File: src/hw/rtl/saif_pkg.sv
// shared types and constants for the source address ignore filter
package saif_pkg;

	// table size and compare width
	localparam int DEPTH      = 16;
	localparam int ADDR_BYTES = 6;
	localparam int ADDR_W     = 48;
	localparam int IDX_W      = (DEPTH > 1) ? $clog2(DEPTH) : 1;
	localparam int CMP_W      = (ADDR_BYTES * 8 > ADDR_W) ? ADDR_W : ADDR_BYTES * 8;

	// command codes
	typedef enum logic [1:0] {
		CMD_CHECK  = 2'd0,
		CMD_ADD    = 2'd1,
		CMD_REMOVE = 2'd2
	} cmd_t;

	// result status codes
	typedef enum logic [1:0] {
		STAT_DONE       = 2'd0,
		STAT_LISTED     = 2'd1,
		STAT_NOT_LISTED = 2'd2,
		STAT_FULL       = 2'd3
	} status_t;

	// sequencer states
	typedef enum logic {
		S_IDLE = 1'b0,
		S_WALK = 1'b1
	} state_t;

	// request from the sequencer to the address memory
	typedef struct packed {
		logic              we;
		logic [IDX_W-1:0]  waddr;
		logic [ADDR_W-1:0] wdata;
		logic [IDX_W-1:0]  raddr;
	} mem_req_t;

endpackage

File: src/hw/rtl/saif_ram.sv
// generic single write port memory with registered read data
module saif_ram #(
	parameter int WIDTH   = 48,
	parameter int ENTRIES = 16,
	localparam int AW     = (ENTRIES > 1) ? $clog2(ENTRIES) : 1
) (
	input  logic             clk,
	input  logic             we,
	input  logic [AW-1:0]    waddr,
	input  logic [WIDTH-1:0] wdata,
	input  logic [AW-1:0]    raddr,
	output logic [WIDTH-1:0] rdata
);

	logic [WIDTH-1:0] mem [ENTRIES];

	// write port
	always_ff @(posedge clk) begin
		if (we) begin
			mem[waddr] <= wdata;
		end
	end

	// read port, registered read data
	always_ff @(posedge clk) begin
		rdata <= mem[raddr];
	end

endmodule

File: src/hw/rtl/saif_ctrl.sv
// sequencer: walks the table, keeps valid bits, builds the result word
module saif_ctrl import saif_pkg::*; (
	input  logic              clk,
	input  logic              arst_n,
	input  logic              start,
	input  logic [1:0]        cmd,
	input  logic [ADDR_W-1:0] addr,
	input  logic [ADDR_W-1:0] rd_data,
	output logic              busy,
	output mem_req_t          mem_req,
	output logic              done,
	output logic [1:0]        status,
	output logic              drop
);

	state_t            state_q, state_d;
	logic [1:0]        cmd_q;
	logic [ADDR_W-1:0] addr_q;
	logic [IDX_W-1:0]  idx_q;
	logic              free_found_q;
	logic [IDX_W-1:0]  free_idx_q;
	logic [DEPTH-1:0]  valid_q;
	logic              done_q;
	logic [1:0]        status_q;
	logic              drop_q;

	logic              accept;
	logic              cur_valid;
	logic              match;
	logic              last;
	logic              finish;
	logic              free_any;
	logic [IDX_W-1:0]  free_now;
	logic              set_valid;
	logic              clr_valid;
	status_t           res_status;
	logic              res_drop;

	assign accept    = start && (state_q == S_IDLE);
	assign cur_valid = valid_q[idx_q];
	assign match     = cur_valid && (rd_data[CMP_W-1:0] == addr_q[CMP_W-1:0]);
	assign last      = (idx_q == IDX_W'(DEPTH - 1));
	assign free_any  = free_found_q || !cur_valid;
	assign free_now  = free_found_q ? free_idx_q : idx_q;

	// next state
	always_comb begin
		state_d = state_q;
		case (state_q)
			S_IDLE: begin
				if (start) state_d = S_WALK;
			end
			S_WALK: begin
				if (match || last) state_d = S_IDLE;
			end
			default: state_d = S_IDLE;
		endcase
	end

	// outputs of the walk: memory request, result and valid updates
	always_comb begin
		finish         = 1'b0;
		set_valid      = 1'b0;
		clr_valid      = 1'b0;
		res_status     = STAT_DONE;
		res_drop       = 1'b0;
		mem_req.we     = 1'b0;
		mem_req.waddr  = free_now;
		mem_req.wdata  = addr_q;
		mem_req.raddr  = '0;
		case (state_q)
			S_IDLE: begin
				mem_req.raddr = '0;
			end
			S_WALK: begin
				mem_req.raddr = idx_q + IDX_W'(1);
				finish        = match || last;
				if (finish) begin
					case (cmd_t'(cmd_q))
						CMD_CHECK: begin
							res_drop = match;
						end
						CMD_ADD: begin
							if (match) begin
								res_status = STAT_LISTED;
							end else if (free_any) begin
								mem_req.we = 1'b1;
								set_valid  = 1'b1;
							end else begin
								res_status = STAT_FULL;
							end
						end
						CMD_REMOVE: begin
							if (match) clr_valid = 1'b1;
							else res_status = STAT_NOT_LISTED;
						end
						default: res_status = STAT_DONE;
					endcase
				end
			end
			default: mem_req.raddr = '0;
		endcase
	end

	// control state and valid bits
	always_ff @(posedge clk or negedge arst_n) begin
		if (!arst_n) begin
			state_q      <= S_IDLE;
			valid_q      <= '0;
			done_q       <= 1'b0;
			free_found_q <= 1'b0;
		end else begin
			state_q <= state_d;
			done_q  <= finish;
			if (accept) begin
				free_found_q <= 1'b0;
			end else if (state_q == S_WALK && !cur_valid) begin
				free_found_q <= 1'b1;
			end
			if (set_valid) valid_q[free_now] <= 1'b1;
			if (clr_valid) valid_q[idx_q] <= 1'b0;
		end
	end

	// payload registers for the word in flight and the result word
	always_ff @(posedge clk) begin
		if (accept) begin
			cmd_q  <= cmd;
			addr_q <= addr;
			idx_q  <= '0;
		end else if (state_q == S_WALK) begin
			idx_q <= idx_q + IDX_W'(1);
			if (!free_found_q) free_idx_q <= idx_q;
		end
		if (finish) begin
			status_q <= res_status;
			drop_q   <= res_drop;
		end
	end

	assign busy   = (state_q == S_WALK);
	assign done   = done_q;
	assign status = status_q;
	assign drop   = drop_q;

endmodule

File: src/hw/rtl/source_address_ignore_filter_unit.sv
// top level: source address ignore table with check, add and remove commands
// one table entry read per cycle while the walk runs from start to done
// one word at a time; busy stays high while the walk runs
// the walk stops at the first matching entry; adds of a new address and misses walk the table
// a new word may start in the cycle its predecessor's result is shown; the receiver cannot stall
// reset clears all valid bits at once, so the table is empty with no clearing pass
module source_address_ignore_filter_unit import saif_pkg::*; (
	input  logic              clk,
	input  logic              arst_n,
	input  logic              start,
	output logic              busy,
	input  logic [1:0]        cmd,
	input  logic [ADDR_W-1:0] addr,
	output logic              done,
	output logic [1:0]        status,
	output logic              drop
);

	mem_req_t          mem_req;
	logic [ADDR_W-1:0] rd_data;

	// sequencer
	saif_ctrl u_ctrl (
		.clk     (clk),
		.arst_n  (arst_n),
		.start   (start),
		.cmd     (cmd),
		.addr    (addr),
		.rd_data (rd_data),
		.busy    (busy),
		.mem_req (mem_req),
		.done    (done),
		.status  (status),
		.drop    (drop)
	);

	// stored addresses
	saif_ram #(
		.WIDTH   (ADDR_W),
		.ENTRIES (DEPTH)
	) u_ram (
		.clk   (clk),
		.we    (mem_req.we),
		.waddr (mem_req.waddr),
		.wdata (mem_req.wdata),
		.raddr (mem_req.raddr),
		.rdata (rd_data)
	);

`ifndef SYNTH
	// result strobe lasts a single cycle
	a_done_single: assert property (@(posedge clk) disable iff (!arst_n)
		done |=> !done) else $error("done held for two cycles");

	// an accepted word starts a walk
	a_accept_busy: assert property (@(posedge clk) disable iff (!arst_n)
		(start && !busy) |=> busy) else $error("accepted word did not start a walk");

	// every result comes out of a walk
	a_done_after_walk: assert property (@(posedge clk) disable iff (!arst_n)
		done |-> $past(busy)) else $error("result without a walk");

	// a drop hit never reports a table status
	a_drop_status: assert property (@(posedge clk) disable iff (!arst_n)
		(done && drop) |-> (status == STAT_DONE)) else $error("drop with nonzero status");
`endif

endmodule

File: config.mk
export PLATFORM = sky130hd
export DESIGN_NAME = source_address_ignore_filter_unit
export DESIGN_NICKNAME = d
export VERILOG_FILES = /design/src/hw/rtl/saif_pkg.sv /design/src/hw/rtl/saif_ram.sv /design/src/hw/rtl/saif_ctrl.sv /design/src/hw/rtl/source_address_ignore_filter_unit.sv
export SDC_FILE = /design/constraint.sdc
export NUM_CORES = 1
export LEC_CHECK = 0
export BUFFER_PORTS_ARGS = -buffer_cell sky130_fd_sc_hd__buf_2
export CAP_MARGIN = 20
export CORE_UTILIZATION = 65
export CTS_CLUSTER_DIAMETER = 30
export DETAILED_ROUTE_END_ITERATION = 10
export GPL_ROUTABILITY_DRIVEN = 1
export MAX_ROUTING_LAYER = met4
export PLACE_DENSITY = 0.82
export REMOVE_ABC_BUFFERS = 1
export SETUP_SLACK_MARGIN = 0.1
export SLEW_MARGIN = 10
export SYNTH_ARGS = -nofsm -noshare
export SYNTH_HDL_FRONTEND = slang
export SYNTH_SLANG_ARGS = --single-unit
export TNS_END_PERCENT = 30
File: constraint.sdc
create_clock -name clk -period 9.8 [get_ports clk]
set_input_delay 0.98 -clock clk [delete_from_list [all_inputs] [get_ports clk]]
set_output_delay 0.98 -clock clk [all_outputs]
set_load 0.02 [all_outputs]
==> results of run 1 <==
## critical path: cells and delay by family (launching register included)
kind	cells	cell delay, ns
AO/OA/AOI/OAI	4	0.81
adder cells (fa/ha/maj)	1	0.41
AND/OR/NAND/NOR	1	0.65
flip-flops	1	0.94
buffers and inverters	3	1.53
## power by group through the flow
stage / Sequential, uW / Clock [uW] / Combinational, uW
floorplan: 4790 / 0 / 3220
global placement: 4730 / 0 / 3510
detailed placement: 4740 / 0 / 3660
CTS: 4680 / 5190 / 3810
global route: 4710 / 5360 / 4150
finish: 4690 / 5160 / 3890
## per-layer routing
metal  share of wire  up-vias  GRT usage
met5               0        -          -
met1            0.39     9843     0.4089
met4           0.031        0     0.1377
met2            0.49     1152     0.4757
li1                -     8205          -
met3           0.087      212    0.06667
## path summary, 6_finish.rpt
check                                         from                  to  slack (ns)  cells after the start
worst max-delay path               u_ctrl.idx_q[0]     u_ram.rdata[32]        5.19                      9
worst min-delay path                        arst_n   u_ctrl.valid_q[3]        0.20                      1
worst max register to register     u_ctrl.idx_q[0]     u_ram.rdata[32]        5.19                      9
worst min register to register  u_ctrl.valid_q[15]  u_ctrl.valid_q[15]        0.53                      1
max in group asynchronous                   arst_n   u_ctrl.valid_q[1]        9.28                      1
min in group clk                           addr[5]    u_ctrl.addr_q[5]        0.43                      1
## metrics by stage
step	util	hold slack, ns	instance area (um2)	total power, uW	std cells
after CTS	0.7702	0.1690	40560	13680	2924
after global placement	0.6749	0.4960	35540	8242	2652
final	0.7718	0.2007	40640	13740	2928
after floorplan	-	0.4739	34120	8008	1896
after detailed placement	0.6749	0.4958	35540	8402	2652
after global routing	0.7718	0.2140	40640	14220	2928
## registers in the layout (all words and copies together), names as in the netlist, 2 cells and up
name and count:
u_ram.mem 768, u_ctrl.addr_q 48, u_ram.rdata 48, u_ctrl.valid_q 16, u_ctrl.free_idx_q 4, u_ctrl.idx_q 4, u_ctrl.cmd_q 2, u_ctrl.status 2
## cells by family after synthesis
logic type	after synthesis	synth area share
multiplexers	245	0.09061
flip-flops	896	0.7585
buffers and inverters	140	0.01751
AO/OA/AOI/OAI	331	0.06873
adder cells (fa/ha/maj)	7	0.002527
XOR/XNOR	50	0.01263
AND/OR/NAND/NOR	350	0.04946
## Yosys cell counts
cell type | count | area share
edfxtp_1 | 825 | 0.71
nand2_1 | 202 | 0.022
mux2i_1 | 190 | 0.055
a211oi_1 | 141 | 0.031
nor2b_1 | 95 | 0.017
clkbuf_1 | 73 | 0.0079
dfxtp_1 | 52 | 0.030
mux4_2 | 52 | 0.034
a21oi_1 | 50 | 0.0072
xnor2_1 | 50 | 0.013
a31oi_1 | 48 | 0.0087
a311oi_1 | 47 | 0.012
buf_2 | 38 | 0.0055
dfrtp_1 | 19 | 0.014
nor2_1 | 18 | 0.0019
inv_1 | 16 | 0.0017
a2bb2oi_1 | 15 | 0.0038
nand4_1 | 12 | 0.0022
o21a_1 | 12 | 0.0026
nand3_1 | 10 | 0.0014
buf_4 | 7 | 0.0015
ha_1 | 7 | 0.0025
a21boi_0 | 4 | 0.00087
buf_1 | 4 | 0.00043
o211a_1 | 4 | 0.0012
nor4_2 | 3 | 0.0011
nor4_4 | 3 | 0.0018
o22ai_1 | 3 | 0.00054
and3_1 | 2 | 0.00036
mux4_1 | 2 | 0.0015
o21ai_0 | 2 | 0.00029
o221ai_1 | 2 | 0.00051
a21o_1 | 1 | 0.00022
and4b_1 | 1 | 0.00029
buf_6 | 1 | 0.00032
inv_2 | 1 | 0.00011
mux2_4 | 1 | 0.00043
nand2_2 | 1 | 0.00018
nand4b_4 | 1 | 0.00069
nor3_1 | 1 | 0.00014
nor3_2 | 1 | 0.00029
o22a_1 | 1 | 0.00025
o31ai_1 | 1 | 0.00022
## final cells by class
class	count	area, um2	share of cell area
sequential	896	26290	0.6470
multi-input combinational	983	7940	0.1954
clock buffer	183	3989	0.09815
clock inverter	89	1027	0.02528
tap	688	860.8	0.02118
timing repair buffer	72	466.7	0.01148
inverter	17	63.81	0.001570
## cells in the final DEF, fill, tap and decap left out, types with 11 or more instances in the layout
master / count
a31oi_1: 47
a311oi_1: 47
a211oi_1: 141
nand2_1: 200
xnor2_1: 50
dfxtp_1: 51
edfxtp_1: 825
inv_6: 11
clkbuf_1: 23
inv_1: 16
nor2b_1: 94
buf_2: 57
clkbuf_16: 151
a2bb2oi_1: 15
a21oi_1: 50
o21a_4: 12
bufinv_16: 16
clkinv_2: 20
nand4_1: 12
clkinvlp_4: 16
clkinv_4: 15
nor2_1: 16
dfrtp_1: 19
mux4_2: 52
mux2i_1: 190
==> results.json, run 1 <==
{
  "track_usage": 0.3119,
  "wl_per_cell_um": 27.27,
  "p_comb_frac": 0.283,
  "grt.overflow.total": 0,
  "grt_max_degree": 163,
  "path_clk_slew_ns": 0.05,
  "num_vias": 19410,
  "post-cts-setup-buffers": 0,
  "cts_resized": 0,
  "rsz0062_at_grt": "false",
  "ios": 58,
  "cts_tree": "yes",
  "ys_types": 43,
  "first_pass_iters": 6,
  "syn_area_um2": 34660,
  "worst_pin_slew_ns": 1.153,
  "grt_pass1_wl_um": 119200,
  "yosysWarnings": 0,
  "clk_latency_ns": 0.73,
  "critPathKind": "flip-flop to flip-flop",
  "status": "completed",
  "antenna_found_initial": 0,
  "wl_um": 79850,
  "fmax_ghz": 0.2168,
  "pre_cts_slack_ns": 4.768,
  "cpPeakStageDelay_ns": 0.94,
  "hold_class": "input port to async pin",
  "antenna_cells": 0,
  "avgSynthCellArea_um2": 17.17,
  "rows": 84,
  "clockBufferDepth": 3,
  "cp_slowest_cell": "dfxtp_4",
  "place_hpwl_um": 32650,
  "finalWorstSetupSlack_ns": 5.188,
  "setup_viol": 0,
  "ant_nets": 0,
  "cts_made_buffers": 146,
  "die-width_um": 232.9,
  "syn2layout_area_growth_pct": 17.26,
  "drt_iter0_drc": 2362,
  "p_int_uw": 9299,
  "leakage_uw": 0.01386,
  "startpoint_type": "flip-flop",
  "swShare": 0.3234,
  "num-nets-final": 2176,
  "root_buffer": "clkbuf_16",
  "vdd_ir_drop_max_mv": 0.2796,
  "clkPwrFrac": 0.376,
  "h-tree-depth": 4,
  "skew_ns": 0.02912,
  "dieArea_um2": 54250,
  "die_y_um": 232.9,
  "ys_ff_latch": 896,
  "switchingPower_uw": 4444,
  "cts_num_sinks": 896,
  "synth_cells": 2019,
  "routabilityCongestion": 0.8285,
  "fillers": 2635,
  "drv_cap": 0,
  "required_ns": 10.45,
  "synth_seq_area_share": 0.7585,
  "setup_tns_ns": 0,
  "hold_viol": 0,
  "drive_gt1_frac": 0.1786,
  "start_util": 0.6582,
  "period_minus_slack_ns": 4.612,
  "cts_hold_buffers": 0,
  "drc_errors": 0,
  "core_area_um2": 52660,
  "maxSlewHeadroom": 0.2315,
  "port-buffer-count": 57,
  "cp_max_fo": 69,
  "routed_via_density": 6.630,
  "grt_pass1_vias": 20250,
  "sequentialPowerShare": 0.341,
  "finalMaxSlewViolations": 0,
  "powerDensity_nw_per_um2": 338.2,
  "cp.arrival_ns": 5.26,
  "cp-end-kind": "flip-flop",
  "crit_path_cell_trace": "inv_2 > ha_1 > nand2_4 > buf_4 > buf_4 > a211oi_1 > a311oi_1 > a211oi_1 > a21oi_1",
  "timing.final.crit_share": 0.4706
}
(Power assumes the default switching activity.)
==> run 2, diff against run 1 <==
Settings changed: CORE_UTILIZATION 65 to 62, PLACE_DENSITY 0.82 to 0.79.
Clock period 9.8 ns to 4.5 ns, I/O delays scaled along.
==> results.json, run 2 (same netlist as run 1, synthesis figures left out) <==
{
  "status": "completed",
  "largest-register": "u_ram.mem",
  "sequentialPowerShare": 0.341,
  "timing.final.crit_share": 0.7698,
  "cp-end-kind": "flip-flop",
  "syn2layout_area_growth_pct": 18.30,
  "reg_top3": "u_ram.mem: 768 flops, u_ctrl.addr_q: 48 flops, u_ram.rdata: 48 flops",
  "worst_pin_slew_ns": 1.168,
  "start_util": 0.6279,
  "drive_gt1_frac": 0.1750,
  "r2r_setup_slack_ns": 1.04,
  "postLayoutCellArea_um2": 41000,
  "grt_pass1_wl_um": 116500,
  "reg2reg_depth": 8,
  "drt_iter0_drc": 2235,
  "switchingPower_uw": 9827,
  "wl_per_cell_um": 25.98,
  "routed_via_density": 6.380,
  "startpoint_type": "flip-flop",
  "ant_nets": 0,
  "crit_path_cell_trace": "xnor2_1 > nand4_1 > nor4_2 > a31oi_2 > buf_6 > o21a_4 > buf_4 > a2bb2oi_1",
  "port-buffer-count": 57,
  "path_depth": 8,
  "path_clk_slew_ns": 0.06,
  "cpPeakStageDelay_ns": 0.63,
  "final_common_cell": "edfxtp_1",
  "antenna_found_initial": 0,
  "wl_um": 78940,
  "grt.overflow.total": 0,
  "num_vias": 19390,
  "p_comb_frac": 0.302,
  "regArea_um2": 26290,
  "fmax_ghz": 0.2887,
  "wl_met1_um": 29910,
  "h-tree-depth": 4,
  "hold_viol": 0,
  "cp_slowest_cell": "nor4_2",
  "cts_tree": "yes",
  "ios": 58,
  "drv_cap": 0,
  "cts_made_buffers": 138,
  "swShare": 0.3328,
  "required_ns": 5.09,
  "multi_input_area_um2": 7940,
  "cpLargestDelayFamily": "compound AO/OA/AOI/OAI gates",
  "root_buffer": "clkbuf_16",
  "maxUsedRoutingLayer": "met4",
  "post-cts-setup-buffers": 0,
  "die-width_um": 238.4,
  "place_hpwl_um": 33140,
  "crit_buf_inv": 2,
  "dieArea_um2": 56850,
  "num-nets-final": 2234,
  "rsz0062_at_grt": "false",
  "cp_max_fo": 46,
  "setup_viol": 0,
  "grt_max_degree": 147,
  "route.met2.wl_um": 39180,
  "clkPwrFrac": 0.356,
  "critPathKind": "flip-flop to flip-flop",
  "wl_met3_um": 7464,
  "die_y_um": 238.4,
  "clockBufferDepth": 3,
  "hold_class": "input port to async pin",
  "first_pass_iters": 5,
  "clk_latency_ns": 0.74,
  "skew_ns": 0.03792,
  "dpl_cell_area_um2": 35810,
  "maxSlewHeadroom": 0.2211,
  "setup_tns_ns": 0,
  "powerDensity_nw_per_um2": 720.3,
  "leakage_uw": 0.01398,
  "cts_num_sinks": 896,
  "antenna_cells": 0,
  "largest_reg_flops": 768,
  "track_usage": 0.2918,
  "core_area_um2": 55200,
  "vdd_ir_drop_max_mv": 0.9926,
  "routabilityCongestion": 0.7793,
  "rows": 86,
  "p_int_uw": 19700,
  "final_cell_mix": "825 x edfxtp_1, 200 x nand2_1, 190 x mux2i_1",
  "finalMaxSlewViolations": 0,
  "drc_errors": 0,
  "cp.arrival_ns": 4.05,
  "grt_pass1_vias": 19740,
  "fillers": 2911,
  "period_minus_slack_ns": 3.464
}
[run 2: cell types whose count changed in the layout (fill, tap and decap cells not counted), sizes merged]
cell	delta
clkbuf	-22
buf	+14
dlygate4sd3	+52
clkinv	+1
inv	+8
bufinv	-2
[run 2: layout make-up]
type | instances | share of cell area
sequential | 896 | 0.6413
multi-input combinational | 983 | 0.1937
clock buffer | 161 | 0.08731
timing repair buffer | 138 | 0.02750
clock inverter | 96 | 0.02585
tap | 748 | 0.02283
inverter | 17 | 0.001556
[run 2: metrics by stage]
stage,util,setup WS (ns),total power [uW],hold slack (ns),std cells
after global routing,0.7428,0.9097,30570,0.2415,3039
after floorplan,-,-9.421,14990,0.1544,1896
after CTS,0.7422,0.7716,29440,0.1761,3037
after detailed placement,0.6487,0.8610,18680,0.4127,2728
final,0.7428,1.036,29530,0.2074,3039
after global placement,0.6487,0.9928,18420,0.4113,2728
[run 2: power by group through the flow]
stage	clock, uW	sequential, uW	combinational, uW
finish	10500	10100	8920
global placement	0	10200	8230
CTS	10600	10100	8800
floorplan	0	10300	4720
detailed placement	0	10200	8470
global route	10900	10100	9510
[run 2: path summary, 6_finish.rpt]
| path | start | endpoint |
|---|---|---|
| worst min register to register | u_ctrl.valid_q[15] | u_ctrl.valid_q[15] |
| max in group asynchronous | arst_n | u_ctrl.valid_q[12] |
| min in group clk | addr[27] | u_ctrl.addr_q[27] |
| worst max register to register | u_ctrl.addr_q[26] | u_ctrl.valid_q[6] |
| worst max-delay path | u_ctrl.addr_q[26] | u_ctrl.valid_q[6] |
| worst min-delay path | arst_n | u_ctrl.valid_q[9] |
[run 2: what timing repair did]
| action | in CTS | in global routing |
|---|---|---|
| hold buffers | 52 | 0 |
| endpoints found under the hold margin | 70 | 0 |
| gates resized for setup | 0 | 0 |
[run 2: metal layers]
| layer | vias up | GRT usage |
|---|---|---|
| met5 | - | - |
| met3 | 193 | 0.06398 |
| li1 | 8316 | - |
| met2 | 1158 | 0.4578 |
| met4 | 0 | 0.1183 |
| met1 | 9723 | 0.3740 |
==> run 3, diff against run 2 <==
Settings changed: ABC_AREA from default to 1, CORE_UTILIZATION 62 to 56, PLACE_DENSITY 0.79 to 0.75.
Clock period 4.5 ns to 3.17 ns, I/O delays scaled along.
==> results.json, run 3 <==
{
  "path_clk_slew_ns": 0.06,
  "skew_ns": 0.02795,
  "worst_pin_slew_ns": 0.9032,
  "synthXorXnorAreaFrac": 0.0009961,
  "die_y_um": 252.6,
  "drt_iter0_drc": 3177,
  "synth_seq_area_share": 0.7475,
  "status": "completed",
  "antenna_cells": 0,
  "drive_gt1_frac": 0.1552,
  "ys_types": 32,
  "clkPwrFrac": 0.350,
  "ios": 58,
  "r2r_setup_slack_ns": 0.22,
  "h-tree-depth": 4,
  "maxSlewHeadroom": 0.3979,
  "place_hpwl_um": 49980,
  "track_usage": 0.2975,
  "first_pass_iters": 8,
  "routabilityCongestion": 0.9280,
  "synth_top_cells_by_count": "866 x nor2_1, 825 x edfxtp_1, 208 x nand2_1",
  "finalPower_uw": 46470,
  "async_flop_share": 0.02121,
  "period_minus_slack_ns": 2.951,
  "placed_cells": 3727,
  "hold_class": "input port to async pin",
  "fmax_ghz": 0.3389,
  "setup_tns_ns": 0,
  "yosysWarnings": 0,
  "p_comb_frac": 0.345,
  "synth-main-ff-cell": "edfxtp_1",
  "swShare": 0.3741,
  "sequentialPowerShare": 0.305,
  "synthTopCellsByArea": "edfxtp_1 70%, nor2_1 9.2%, o311ai_0 4.7%",
  "die-width_um": 252.6,
  "final_common_cell": "nor2_1",
  "synth_compound_area_frac": 0.07965,
  "wl_um": 90800,
  "cp-end-kind": "flip-flop",
  "startpoint_type": "flip-flop",
  "powerDensity_nw_per_um2": 1071,
  "grt_pass1_wl_um": 138200,
  "required_ns": 3.58,
  "cp_slowest_cell": "edfxtp_1",
  "cpLargestDelayFamily": "simple AND/OR/NAND/NOR gates",
  "cts_tree": "yes",
  "syn2layout_area_growth_pct": 23.35,
  "synth-adder-area-share": 0.002490,
  "reg_top3": "u_ram.mem: 768 flops, u_ctrl.addr_q: 48 flops, u_ram.rdata: 48 flops",
  "cts_made_buffers": 148,
  "cp_max_fo": 17,
  "synth_top_family_by_area": "simple AND/OR/NAND/NOR gates",
  "yosysTopAreaCell": "edfxtp_1",
  "finalMaxSlewViolations": 0,
  "vdd_ir_drop_max_mv": 1.185,
  "start_util": 0.5689,
  "port-buffer-count": 57,
  "ant_nets": 0,
  "final_util": 0.7017,
  "largest-register": "u_ram.mem",
  "dieArea_um2": 63810,
  "muxShareOfSynthArea": 0,
  "ys_ff_latch": 896,
  "num-nets-final": 3154,
  "cts_num_sinks": 896,
  "critPathMostFrequentCell": "nand2_1",
  "crit_buf_inv": 3,
  "leakage_uw": 0.01572,
  "grt_max_degree": 102,
  "cpPeakStageDelay_ns": 0.46,
  "num_vias": 24320,
  "wl_per_cell_um": 22.37,
  "switchingPower_uw": 17380,
  "final_cell_mix": "863 x nor2_1, 825 x edfxtp_1, 205 x nand2_1",
  "yosysMostFrequentCell": "nor2_1",
  "routed_via_density": 5.994,
  "antenna_found_initial": 0,
  "root_buffer": "clkbuf_16",
  "timing.final.crit_share": 0.9308,
  "drc_errors": 0,
  "yosysTopAreaCellShare": 0.7044,
  "clk_latency_ns": 0.73,
  "core_area_um2": 61830,
  "grt_pass1_vias": 24260,
  "largest_reg_flops": 768,
  "cp.arrival_ns": 3.36,
  "synth-edff-count": 825,
  "avgSynthCellArea_um2": 12.36,
  "rsz0062_at_grt": "false",
  "crit_path_cell_trace": "nand2_1 > nand2_1 > nor2_1 > nand2_1 > nor2_1 > nand2_2 > nor2_2 > nand2_2 > a21oi_4 > buf_12 > nand3_1 > inv_2 > buf_12",
  "drv_cap": 0,
  "p_int_uw": 29080,
  "clockBufferDepth": 3,
  "setup_viol": 0,
  "critPathKind": "flip-flop to flip-flop",
  "synth_cells": 2845,
  "layout.cells.non_filler": 4058,
  "syn_area_um2": 35170,
  "synthSimpleGateAreaFrac": 0.1358,
  "grt.overflow.total": 0,
  "hold_viol": 0,
  "rows": 91
}
-- run 3: cell types whose count changed after synthesis, sizes merged, moves of 47 or more --
cell | previous run | this run
o21ai | 2 | 196
nand3 | 10 | 123
nor2b | 95 | 0
clkbuf | 73 | 123
inv | 17 | 144
a311oi | 47 | 0
mux2i | 190 | 0
mux4 | 54 | 0
nor2 | 18 | 867
o311ai | 0 | 188
a211oi | 141 | 0
a31oi | 48 | 1
xnor2 | 50 | 0
-- run 3: stage by stage --
step	hold slack, ns	cell area (um2)	setup WS (ns)
floorplan	0.02141	34530	-12.79
global placement	0.3041	37690	0.1951
detailed placement	0.3106	37690	0.1471
CTS	0.06073	43380	0.1769
finish	0.07918	43390	0.2195
global route	0.1214	43390	0.1009
-- run 3: worst paths after layout --
kind | to | start | depth (start not counted)
setup reg to reg | u_ram.mem[8][9] | u_ctrl.addr_q[45] | 13
setup / recovery | u_ram.mem[8][9] | u_ctrl.addr_q[45] | 13
hold reg to reg | u_ctrl.valid_q[3] | u_ctrl.valid_q[3] | 2
hold / removal | u_ctrl.valid_q[13] | arst_n | 2
max in group asynchronous | u_ctrl.valid_q[10] | arst_n | 2
min in group clk | u_ctrl.addr_q[21] | addr[21] | 2
-- run 3: repair_timing --
item                                    4_1_cts  5_1_grt
setup buffers                                 2        0
endpoints found under the hold margin        72        0
endpoints found under the setup margin       25      377
resized for setup                             0        4
hold buffers                                 52        0
cloned                                        0        0
-- run 3: area by class of cell --
type                            instances  area [um2]
Timing Repair Buffer                  262        2592
Clock buffer                          166        3939
Clock inverter                        111        1215
Tap cell                              837        1047
Sequential cell                       896       26290
Fill cell                            3795       18440
Multi-Input combinational cell       1641        7736
Inverter                              145       565.5
-- run 3: metal layers --
| layer | vias up | track usage | wire length [um] |
|---|---|---|---|
| met3 | 262 | 0.05551 | 8823 |
| met4 | 0 | 0.1342 | 3508 |
| met5 | - | - | 0 |
| met2 | 1562 | 0.4568 | 43340 |
| met1 | 11780 | 0.3886 | 35130 |
| li1 | 10720 | - | - |
-- run 3: cells by family after synthesis --
kind of cell    count (synthesis)
compound gates                412
xor+xnor                        4
fa+ha+maj                       7
buf+inv                       308
flops                         896
simple gates                 1218
-- run 3: worst register-to-register path: cells and delay by family, from the launching register on --
family          cells  cell delay, ns
buf+inv             3            0.62
simple gates        9            1.37
flops               1            0.46
compound gates      1            0.18
-- run 3: power by group through the flow --
stage	clock network, uW	logic, uW	registers (uW)
2_1_floorplan	0	6160	14400
3_3_place_gp	0	14900	14300
3_5_place_dp	0	15300	14400
4_1_cts	16400	15800	14100
5_1_grt	16900	17400	14200
6_report	16300	16100	14200
